`src/hw/rtl/rgba_3x3_convolution_top_assert.svh`:
```
// Assertion macros used by the convolution top level.
// Needs i_clk and i_rst_n in the including module.
`ifndef RGBA_3X3_CONVOLUTION_TOP_ASSERT_SVH
`define RGBA_3X3_CONVOLUTION_TOP_ASSERT_SVH
// Checks an implication on every clock edge outside reset.
`define RC_ASSERT(lbl, prop) \
    lbl: assert property (@(posedge i_clk) disable iff (!i_rst_n) prop) \
        else $error("assertion failed");
// Checks that a signal keeps its value in the cycle after cond holds.
`define RC_HOLD(lbl, cond, sig) \
    lbl: assert property (@(posedge i_clk) disable iff (!i_rst_n) (cond) |=> $stable(sig)) \
        else $error("value changed while held");
`endif

```
`src/hw/rtl/rc_pkg.sv`:
```
// Types, constants and helpers for the RGBA 3x3 convolution block.
// No dependencies.
package rc_pkg;
    localparam int MaxWidth  = 1024;
    localparam int MaxHeight = 4096;
    localparam int ColW      = $clog2(MaxWidth);
    localparam int RowW      = 13;
    localparam int NumLanes  = 4;

    localparam logic [2:0] RegKernel  = 3'd0;
    localparam logic [2:0] RegDivisor = 3'd1;
    localparam logic [2:0] RegBias    = 3'd2;
    localparam logic [2:0] RegClamp   = 3'd3;
    localparam logic [2:0] RegChEn    = 3'd4;
    localparam logic [2:0] RegWidth   = 3'd5;
    localparam logic [2:0] RegHeight  = 3'd6;

    typedef struct packed {
        logic [53:0]       coeffs;
        logic [7:0]        divisor;
        logic signed [9:0] bias;
        logic              clamp;
    } t_lane_cfg;

    // Nine 8-bit taps of one channel, entry 0 top-left.
    typedef logic [8:0][7:0] t_taps;
endpackage

```
`src/hw/rtl/rc_lane.sv`:
```
// One channel lane: weighted sum, divide (skipped for a zero divisor), bias and optional clamp, step by step.
// Depends on rc_pkg.
module rc_lane import rc_pkg::*; (
    input  logic      i_clk,
    input  logic      i_rst_n,
    input  logic      i_start,
    input  t_taps     i_taps,
    input  t_lane_cfg i_cfg,
    output logic      o_done,
    output logic [7:0] o_value
);
    typedef enum logic [2:0] {S_IDLE, S_MUL, S_SUM, S_DIV, S_FIN} t_state;
    t_state r_state;
    logic signed [13:0] r_prod [9];
    logic signed [17:0] r_sum;
    logic [16:0] r_mag, r_quo;
    logic [16:0] r_rem;
    logic        r_neg;
    logic [4:0]  r_bit;
    logic [7:0]  r_val;
    logic        r_done;

    logic signed [17:0] n_sum;
    logic [17:0] n_trial;
    logic signed [18:0] n_res;
    logic signed [18:0] n_q;

    always_comb begin
        n_sum = '0;
        for (int i = 0; i < 9; i++) n_sum = n_sum + 18'(r_prod[i]);
        n_trial = {r_rem, r_mag[5'd16 - r_bit]};
        // With a zero divisor the sum goes straight to the bias adder.
        if (i_cfg.divisor == 8'd0)
            n_q = 19'(r_sum);
        else
            n_q = r_neg ? -$signed({2'b0, r_quo}) : $signed({2'b0, r_quo});
        n_res = n_q + 19'(i_cfg.bias);
    end

    always_ff @(posedge i_clk) begin
        if (!i_rst_n) begin
            r_state <= S_IDLE;
            r_done  <= 1'b0;
        end else begin
            r_done <= (r_state == S_FIN);
            unique case (r_state)
                S_IDLE: if (i_start) begin
                    for (int i = 0; i < 9; i++)
                        r_prod[i] <= $signed(i_cfg.coeffs[6*i +: 6]) *
                                     $signed({1'b0, i_taps[i]});
                    r_state <= S_MUL;
                end
                S_MUL: begin
                    r_sum   <= n_sum;
                    r_state <= S_SUM;
                end
                S_SUM: begin
                    r_neg <= r_sum[17];
                    r_mag <= r_sum[17] ? 17'(-r_sum) : 17'(r_sum);
                    r_rem <= '0;
                    r_quo <= '0;
                    r_bit <= '0;
                    r_state <= (i_cfg.divisor == 8'd0) ? S_FIN : S_DIV;
                end
                S_DIV: begin
                    if (n_trial >= {10'd0, i_cfg.divisor}) begin
                        r_rem <= 17'(n_trial - {10'd0, i_cfg.divisor});
                        r_quo <= {r_quo[15:0], 1'b1};
                    end else begin
                        r_rem <= n_trial[16:0];
                        r_quo <= {r_quo[15:0], 1'b0};
                    end
                    r_bit <= r_bit + 5'd1;
                    if (r_bit == 5'd16) r_state <= S_FIN;
                end
                S_FIN: begin
                    if (i_cfg.clamp && n_res < 0)
                        r_val <= 8'd0;
                    else if (i_cfg.clamp && n_res > 255)
                        r_val <= 8'd255;
                    else
                        r_val <= n_res[7:0];
                    r_state <= S_IDLE;
                end
                default: r_state <= S_IDLE;
            endcase
        end
    end
    assign o_done  = r_done;
    assign o_value = r_val;
endmodule

```
`config.mk`:
```
export PLATFORM = sky130hd
export DESIGN_NAME = rc_lane
export DESIGN_NICKNAME = d
export VERILOG_FILES = /design/src/hw/rtl/rgba_3x3_convolution_top_assert.svh /design/src/hw/rtl/rc_pkg.sv /design/src/hw/rtl/rc_lane.sv
export SDC_FILE = /design/constraint.sdc
export NUM_CORES = 1
export LEC_CHECK = 0
export ABC_AREA = 1
export BUFFER_PORTS_ARGS = -buffer_cell sky130_fd_sc_hd__buf_2
export CORE_ASPECT_RATIO = 0.5
export CORE_MARGIN = 2
export CORE_UTILIZATION = 55
export CTS_CLUSTER_SIZE = 14
export DETAILED_ROUTE_END_ITERATION = 8
export MAX_ROUTING_LAYER = met4
export PLACE_DENSITY = 0.86
export SKIP_LAST_GASP = 1
export SLEW_MARGIN = 20
export SYNTH_ARGS = -nofsm -noshare
export SYNTH_HDL_FRONTEND = slang
export SYNTH_SLANG_ARGS = --single-unit
```
`constraint.sdc`:
```
create_clock -name i_clk -period 10.32 [get_ports i_clk]
set_input_delay 0.516 -clock i_clk [delete_from_list [all_inputs] [get_ports i_clk]]
set_output_delay 0.516 -clock i_clk [all_outputs]
set_load 0.01 [all_outputs]
```
Word-level counts from Yosys, hierarchy flattened
Memories as Yosys holds them, arrays and structs flattened.
Index checks and enable logic that the tools add are counted.
{ "word_totals": {"memories": 1, "mem_bits_rw": 126, "in_bits": 148, "word_cells": 73, "out_inout_bits": 9, "ff_bits": 87} }
{ "memory_table": {"columns": ["name", "depth", "word_bits", "read_ports", "rd_clocked_by_memory_dff", "write_ports", "line_no", "source"], "rows": [
  ["r_prod", 9, 14, 9, 0, 9, "rc_lane.sv:14", "logic signed [13:0] r_prod [9];"]
]} }
{ "op_classes": {"n_mul": 9, "reduce_logical": 10, "eq_ne": 7, "n_lt_le_gt_ge": 4, "mux": 19, "n_addsub": 14} }
{ "ops": {"columns": ["operator", "n"], "rows": [
  ["$mul 6x9->14", 9],
  ["$add 18x14->18", 4],
  ["$pmux 17 s2", 2],
  ["$mux 19", 2],
  ["$mux 17", 2],
  ["$add 19x10->19", 1],
  ["$gt 19x9->1 const B", 1],
  ["$lt 19x1->1 const B", 1],
  ["$neg 17->19", 1],
  ["$add 17x14->18", 1],
  ["$ge 18x8->1", 1],
  ["$add 16x14->17", 1],
  ["$neg 17->17", 1],
  ["$sub 17x8->17", 1],
  ["$add 15x14->16", 1],
  ["$add 14x14->15", 1],
  ["$pmux 3 s4", 1],
  ["$pmux 5 s2", 1],
  ["$reduce_and 2->1", 5],
  ["$mux 3", 3],
  ["$logic_not 8->1", 1],
  ["$mux 8", 1],
  ["$eq 3x2->1 const B", 2],
  ["$lt 5x6->1 const B", 1],
  ["other kinds (11)", 18]
]} }

Longest topological paths before layout
Gate-level depths: netlist (run 1).
{ "depth": {"word_depth": 8, "mapped_depth": 25, "mapped_depth_nobuf": 25} }

Worst setup path before layout (run 1)
No wires, ideal clock.
{ "synth_path": {"path_type": "input port to flip-flop", "startpoint": "in i_rst_n", "endpoint": "mem r_prod[0][0], enable pin", "path_buffers": 0, "path_stages": 2, "setup_slack_ps": 358, "required_ps": 9555, "setup_ps": 765, "arrival_ps": 9197, "cell_sequence": "inv_1 nor3_1"} }
{ "synth_lines": {"columns": ["item", "line_no", "source"], "rows": [
  ["from (decl)", "rc_lane.sv:5", "input logic i_rst_n,"],
  ["to (decl)", "rc_lane.sv:14", null]
]} }

Worst setup path after layout (run 1)
{ "layout_path": {"startpoint": "reg r_bit[0]", "endpoint": "reg r_rem[10] (data pin)"} }
{ "layout_via": {"elab_chain_len": 6, "elab_cells_between_ends": 7, "classes_between": "2 x add/sub; 1 x order compare; 4 x mux"} }
{ "layout_lines": {"columns": ["item", "line_no", "source"], "rows": [
  ["from (decl)", "rc_lane.sv:19", "logic [4:0] r_bit;"],
  ["from (signal assigned)", "rc_lane.sv:73", "r_bit <= r_bit + 5'd1;"],
  ["$sub 5x5->5 (*)", "rc_lane.sv:31", "n_trial = {r_rem, r_mag[5'd16 - r_bit]};"],
  ["$bmux 1 s5 (*)", "rc_lane.sv:31", null],
  ["$mux 1 (implied by the code) (*)", "rc_lane.sv:31", null],
  ["$sub 17x8->17 / $ge 18x8->1 (equally long branches)", "rc_lane.sv:67, rc_lane.sv:66", null],
  ["$mux 17 (*)", "rc_lane.sv:66", "if (n_trial >= {10'd0, i_cfg.divisor}) begin"],
  ["$pmux 17 s2 (*)", "rc_lane.sv:46", "unique case (r_state)"],
  ["to (signal assigned)", "rc_lane.sv:67", "r_rem <= 17'(n_trial - {10'd0, i_cfg.divisor});"],
  ["to (signal assigned)", "rc_lane.sv:70", "r_rem <= n_trial[16:0];"],
  ["to (decl)", "rc_lane.sv:17", "logic [16:0] r_rem;"]
]} }
Every way passes the cells marked *; elsewhere a longest branch is shown, timed or not. The select of a mux whose other input is x is not followed.
A chain may end at the register's enable or synchronous reset.

==> results of run 1 <==
area by class of cell:
type,instances,area [sq um]
antenna,2,5.005
clock buffer,26,544.3
clock inverter,9,76.32
fill,3686,18680
inverter,634,2380
multi-input combinational,2011,17480
sequential,213,6356
tap,638,798.3
timing repair buffer,161,838.3
cell usage in the layout, fill, tap and decap left out, drive strengths merged, types with 26 or more instances in the layout:
master / Yosys / layout
o21ai: 63 / 63
nor2: 176 / 176
xnor2: 58 / 58
nand3: 59 / 59
fa: 328 / 328
xor2: 99 / 99
nand2: 606 / 606
or2: 54 / 54
ha: 337 / 337
clkbuf: 54 / 26
a21oi: 126 / 126
edfxtp: 209 / 209
inv: 632 / 633
buf: 3 / 161
worst max-delay path by stage:
stage | start | endpoint | slack, ns | cells after the start
after floorplan | i_rst_n | r_prod[0][0]$_DFFE_PP_ | 0.36 | 2
after global placement | i_cfg[60] | r_prod[0][96]$_DFFE_PP_ | 5.57 | 16
after detailed placement | i_cfg[60] | r_prod[0][96]$_DFFE_PP_ | 5.42 | 16
after CTS | r_prod[0][86]$_DFFE_PP_ | r_sum[16]$_DFFE_PP_ | 5.87 | 14
after global routing | r_bit[0]$_SDFFCE_PP0P_ | r_rem[10]$_SDFFCE_PP0P_ | 5.45 | 20
final | r_bit[0]$_SDFFCE_PP0P_ | r_rem[10]$_SDFFCE_PP0P_ | 5.85 | 20
metal layers:
metal	vias to the layer above	part of all wire
met1	9524	0.41
met3	107	0.064
li1	9309	-
met5	-	0
met2	673	0.50
met4	0	0.028
worst reg2reg max path, cell delays in order, from the launching register on:
cell and delay (ns):
edfxtp_1 0.63, clkinv_1 0.35, ha_1 0.31, nor3b_1 0.14
ha_1 0.32, nand2_1 0.07, nor4_1 0.23, a21oi_1 0.16
ha_1 0.24, fa_1 0.42, nor2_1 0.13, nor2_1 0.10
o21ai_2 0.20, nand2_1 0.08, nand3_1 0.13, nor2_1 0.07
nand2_2 0.30, nand2_1 0.09, nor2_1 0.15, nand2_1 0.07
a21oi_1 0.12
cell families (layout without fill, tap and decap cells):
logic type,count (synthesis),after routing,synth area share
flops,213,213,0.2406
simple gates,940,940,0.1481
compound gates,249,249,0.05248
xor+xnor,157,157,0.05206
buf+inv,691,830,0.09857
other cells,0,2,0
fa+ha+maj,665,665,0.4082
where the power goes:
| part | leakage (nW) | switching, mW | internal [mW] |
|---|---|---|---|
| Combinational | 13.0 | 4.07 | 2.79 |
| Clock | 0.309 | 0.328 | 0.401 |
| Sequential | 1.97 | 0.158 | 1.65 |
| Total | 15.3 | 4.56 | 4.83 |
registers in the layout, summed over array words and instances, names as in the netlist:
register / count
o_done: 1
o_value: 8
r_bit: 5
r_mag: 17
r_neg: 1
r_prod: 126
r_quo: 17
r_rem: 17
r_state: 3
r_sum: 18
==> key figures, run 1 <==
Routing
  – Vias per Instance: 5.309
  – Remaining antenna violation count: 0
  – Wire per inst: 15.25 um
  – # DRC: 0
  – DR iter-0 viols: 1,392
  – DRT Wirelength: 56.35 mm
  – Pre-antenna DRT Iters: 5
  – Via count: 19,613

Synthesis
  – Synth Register Bits: 213
  – Ys flop type: edfxtp_1
  – Synth area leaders: fa_1 25%, edfxtp_1 24%, ha_1 16%
  – Synth top area share: 0.2486
  – Sequential cell area fraction in the yosys report: 0.2406
  – Area leader, netlist: fa_1
  – Post-synth EDFFs: 209
  – Synthesized area per cell: 9.062 sq um
  – Most frequent cell after synthesis: inv_1
  – Cell count after synthesis: 2,915
  – Asr flop ratio synth: 0
  – Synth top cells by count: 630 x inv_1, 597 x nand2_1, 337 x ha_1
  – Synth warn: 0
  – Syn Std Cell Area: 26,420 sq um
  – Netlist cell types: 43
  – Syn nets: 3,728

Placement
  – Pre-CTS setup slack: 5.418 ns
  – Placed cell count: 3,656
  – Placed instance area: 27,820 sq um
  – DP HPWL: 46.63 mm
  – Gpl congestion: 0.9366
  – Buffers on Ports: 156

Die
  – Die X: 313.9 um
  – Core area: 47,160 sq um
  – I/O pin cnt: 157
  – Total die area: 49,900 sq um
  – Initial Utilization: 0.5602
  – Die Y: 159.0 um
  – Site Rows: 56

Clocking
  – Worst-path clk slew: 0.06 ns
  – H-Tree Depth: 1
  – CTS Buf Count: 21
  – CTS tree: done
  – Post-CTS Resized: 0
  – Clk_lat worst skew: 0.51 ns
  – Post-CTS setup buffer count: 0
  – Clock Tree Root: clkbuf_16
  – CTS sink cnt: 213
  – Clock Tree Buf Depth: 3
  – CTS Hold Bufs: 0

Timing
  – Tightest Pin Transition: 1.112 ns
  – Slew HR: 0.2586
  – Clock period minus worst slack: 4.468 ns
  – Final period util: 0.4329
  – Pins Over Slew Limit: 0
  – Post-route worst setup slack: 5.852 ns
  – Final Hold Vio Count: 0
  – Hold_ws: 0.2594 ns
  – Fmax: 0.2238 GHz
  – # setup viols final: 0
  – RSZ-0062 raised after global routing: no
  – Post-Route Skew: 0.01570 ns
  – Setup tns final: 0 ns

Power and ir drop
  – P_leak: 15.28 nW
  – Cell Pwr Density: 329.8 nW/um^2
  – Worst ir drop on vdd: 0.9599 mV
  – Pwr Total: 9.392 mW

Global routing
  – Gr usage total: 0.2385
  – Largest net degree at the start of global routing: 87
  – GRT Residual Overflow: 0
  – Antenna violations before repair: 2
  – First-pass GRT wire length: 95.31 mm
  – Number of global-route vias before repair: 20,668
  – M1 GR Usage: 0.2957
  – Met3 Usage GRT: 0.02423
  – Met2 Usage GRT: 0.4158
  – GR peak layer: met2

Finish
  – Final nets: 3,855
  – Final core utilization: 0.6039
  – Design Area, Final: 28,480 sq um
  – Area Growth Syn to Fin: 7.806%
  – Share of cells above drive strength 1: 0.08874
  – Post-Layout Cell Count: 3,694

Critical path
  – R2r setup slk: 5.85 ns
  – Nature of the critical path endpoint: flip-flop
  – Worst Setup Start Kind: flip-flop
  – Cell Chain, Critical Path: clkinv_1 -> ha_1 -> nor3b_1 -> ha_1 -> nand2_1 -> nor4_1 -> a21oi_1 -> ha_1 -> fa_1 -> nor2_1 -> nor2_1 -> o21ai_2 -> nand2_1 -> nand3_1 -> nor2_1 -> nand2_2 -> nand2_1 -> nor2_1 -> nand2_1 -> a21oi_1
  – Arrival time worst endpoint: 4.81 ns
  – Critical path buffers and inverters: 1
  – CP delay by family, top: simple AND/OR/NAND/NOR gates
  – Worst Path Required: 10.66 ns
  – Max FO, Critical Path: 22
  – Worst path max stage delay: 0.63 ns
  – Worst reg2reg startpoint: r_bit[0]$_SDFFCE_PP0P_
  – R2R cell count: 20
  – CP max stage cell: edfxtp_1
  – Kind of critical path: reg2reg
  – Reg2reg end: r_rem[10]$_SDFFCE_PP0P_

Hold path
  – Hold Crit Class: in2reg
  – Hold Path Origin: i_rst_n
  – Hold path endpoint: r_state[0]$_SDFFE_PN0P_
  – Hold path depth: 3

Run
  – Max Cap Viol: 0

Status
  – Status: finished, final reports clean
(Power assumes the default switching activity.)
==> inputs of run 2 (changes only) <==
--- a/config.mk
+++ b/config.mk
@@ -13,7 +13,7 @@
 export CTS_CLUSTER_SIZE = 14
 export DETAILED_ROUTE_END_ITERATION = 8
 export MAX_ROUTING_LAYER = met4
-export PLACE_DENSITY = 0.86
+export PLACE_DENSITY = 0.83
 export SKIP_LAST_GASP = 1
 export SLEW_MARGIN = 20
 export SYNTH_ARGS = -nofsm -noshare
==> constraint.sdc (replaced) <==
create_clock -name i_clk -period 4.45 [get_ports i_clk]
set_input_delay 0.2225 -clock i_clk [delete_from_list [all_inputs] [get_ports i_clk]]
set_output_delay 0.2225 -clock i_clk [all_outputs]
set_load 0.01 [all_outputs]
==> run 2 against run 1 <==
Effect of this change: the run now ends with antenna rules left; wire length up 0.84%; die area unchanged; sequential power up 130%; global-route usage up 0.49 points; critical path depth down 6; total power up 130%; largest cell class unchanged; highest routed layer unchanged.
==> key figures, run 2 (synthesis gave the netlist of run 1 again) <==
Status
  – Status: finished, violations left
  – Violated checks: antenna rules

Finish
  – Commonest non-fill, non-tap cell in the layout: inv_1
  – Share of cells above drive strength 1: 0.09411
  – Top flop regs: r_prod x126, r_sum x18
  – Area Growth Syn to Fin: 8.682%
  – Commonest cells after routing, fill and taps aside: 630 x inv_1, 597 x nand2_1, 337 x ha_1, 328 x fa_1, 209 x edfxtp_1
  – Max FFs per register: 126
  – Final nets: 3,871
  – Final core utilization: 0.6088
  – Biggest register: r_prod

Critical path
  – Worst Path Required: 4.71 ns
  – Arrival time worst endpoint: 4.57 ns
  – Max FO, Critical Path: 3
  – Kind of critical path: reg2reg
  – Worst Setup Start Kind: flip-flop
  – Nature of the critical path endpoint: flip-flop

Die
  – Initial Utilization: 0.5602
  – Total die area: 49,900 sq um
  – Core area: 47,160 sq um
  – Die Y: 159.0 um
  – Site Rows: 56
  – I/O pin cnt: 157
  – Die X: 313.9 um

Clocking
  – H-Tree Depth: 1
  – CTS Buf Count: 21
  – Clock Tree Root: clkbuf_16
  – Clk_lat worst skew: 0.52 ns
  – Post-CTS setup buffer count: 0
  – CTS sink cnt: 213
  – Worst-path clk slew: 0.07 ns
  – CTS tree: done
  – Clock Tree Buf Depth: 3

Routing
  – Pre-antenna DRT Iters: 5
  – DRT Wirelength: 56.82 mm
  – Remaining antenna violation count: 1
  – Wire per inst: 15.29 um
  – # DRC: 0
  – Vias per Instance: 5.282
  – Via count: 19,635
  – DR iter-0 viols: 1,456

Timing
  – Fmax: 0.2318 GHz
  – Tightest Pin Transition: 1.021 ns
  – Final period util: 0.9693
  – Slew HR: 0.3186
  – Final Hold Vio Count: 0
  – Post-Route Skew: 0.01371 ns
  – RSZ-0062 raised after global routing: yes
  – # setup viols final: 0
  – Clock period minus worst slack: 4.313 ns
  – Pins Over Slew Limit: 0

Global routing
  – Gr usage total: 0.2434
  – GRT Residual Overflow: 0
  – First-pass GRT wire length: 95.74 mm
  – Number of global-route vias before repair: 20,302
  – Antenna violations before repair: 2
  – Largest net degree at the start of global routing: 45

Placement
  – Buffers on Ports: 156
  – DP HPWL: 47.02 mm
  – Gpl congestion: 0.9308

Power and ir drop
  – Worst ir drop on vdd: 1.866 mV
  – Pwr Total: 22.03 mW
  – Cell Pwr Density: 767.4 nW/um^2
  – P_leak: 15.40 nW

Hold path
  – Hold Crit Class: in2reg

Run
  – Max Cap Viol: 0
==> run 2: worst max-delay path, stage by stage (launching register included) <==
cell and delay (ns):
edfxtp_1 0.41, fa_1 0.51, fa_1 0.56, inv_1 0.07, fa_1 0.53, inv_1 0.05
fa_1 0.49, ha_1 0.18, inv_1 0.06, fa_1 0.46, inv_1 0.09, a31oi_2 0.12
o21ai_1 0.24, a31oi_1 0.13, xor2_1 0.16
==> run 2: final cells by class <==
class,instances,area (sq um)
inverter,634,2380
multi-input combinational,2011,17500
sequential,213,6356
antenna,8,20.02
timing repair buffer,177,993.5
clock buffer,29,595.6
fill,3749,18450
tap,638,798.3
clock inverter,7,68.82
==> run 2: per-layer routing <==
metal	part of all wire	up-vias	track usage
met5	0	-	-
met4	0.030	0	0.07199
met3	0.063	122	0.02761
met2	0.50	675	0.4083
met1	0.41	9469	0.3127
li1	-	9369	-
==> run 2: final timing paths <==
path,start,end,slack (ns),cells past startpoint
worst max-delay path,r_prod[0][86]$_DFFE_PP_,r_sum[16]$_DFFE_PP_,0.14,14
worst min-delay path,i_taps[24],r_prod[0][42]$_DFFE_PP_,0.08,3
worst max register to register,r_prod[0][86]$_DFFE_PP_,r_sum[16]$_DFFE_PP_,0.14,14
worst min register to register,r_sum[0]$_DFFE_PP_,r_mag[0]$_DFFE_PP_,0.54,0
==> run 2: timing repair <==
action | CTS | global route
endpoints found under the hold margin | 1 | 0
setup endpoints to repair | 0 | 5
resized for setup | 0 | 4
hold buffers | 1 | 0
==> run 2: power breakdown <==
| part | total (mW) | internal (mW) | switching (mW) |
|---|---|---|---|
| combinational | 16.1 | 6.52 | 9.57 |
| clock | 1.76 | 0.996 | 0.768 |
| sequential | 4.17 | 3.80 | 0.372 |
| total | 22.0 | 11.3 | 10.7 |
==> run 2: per-stage QoR <==
stage	area (sq um)	TNS, ns	hold slack (ns)	cells	worst slack, ns
2_1_floorplan	26430	0	0.3457	2915	0.2842
4_1_cts	28630	0	0.07211	3707	0.02692
3_3_place_gp	27950	0	0.4678	3670	0.09383
6_report	28710	0	0.08327	3717	0.1365
3_5_place_dp	27950	-0.005654	0.4816	3670	-0.005654
5_1_grt	28690	-0.04205	0.09402	3711	-0.04010
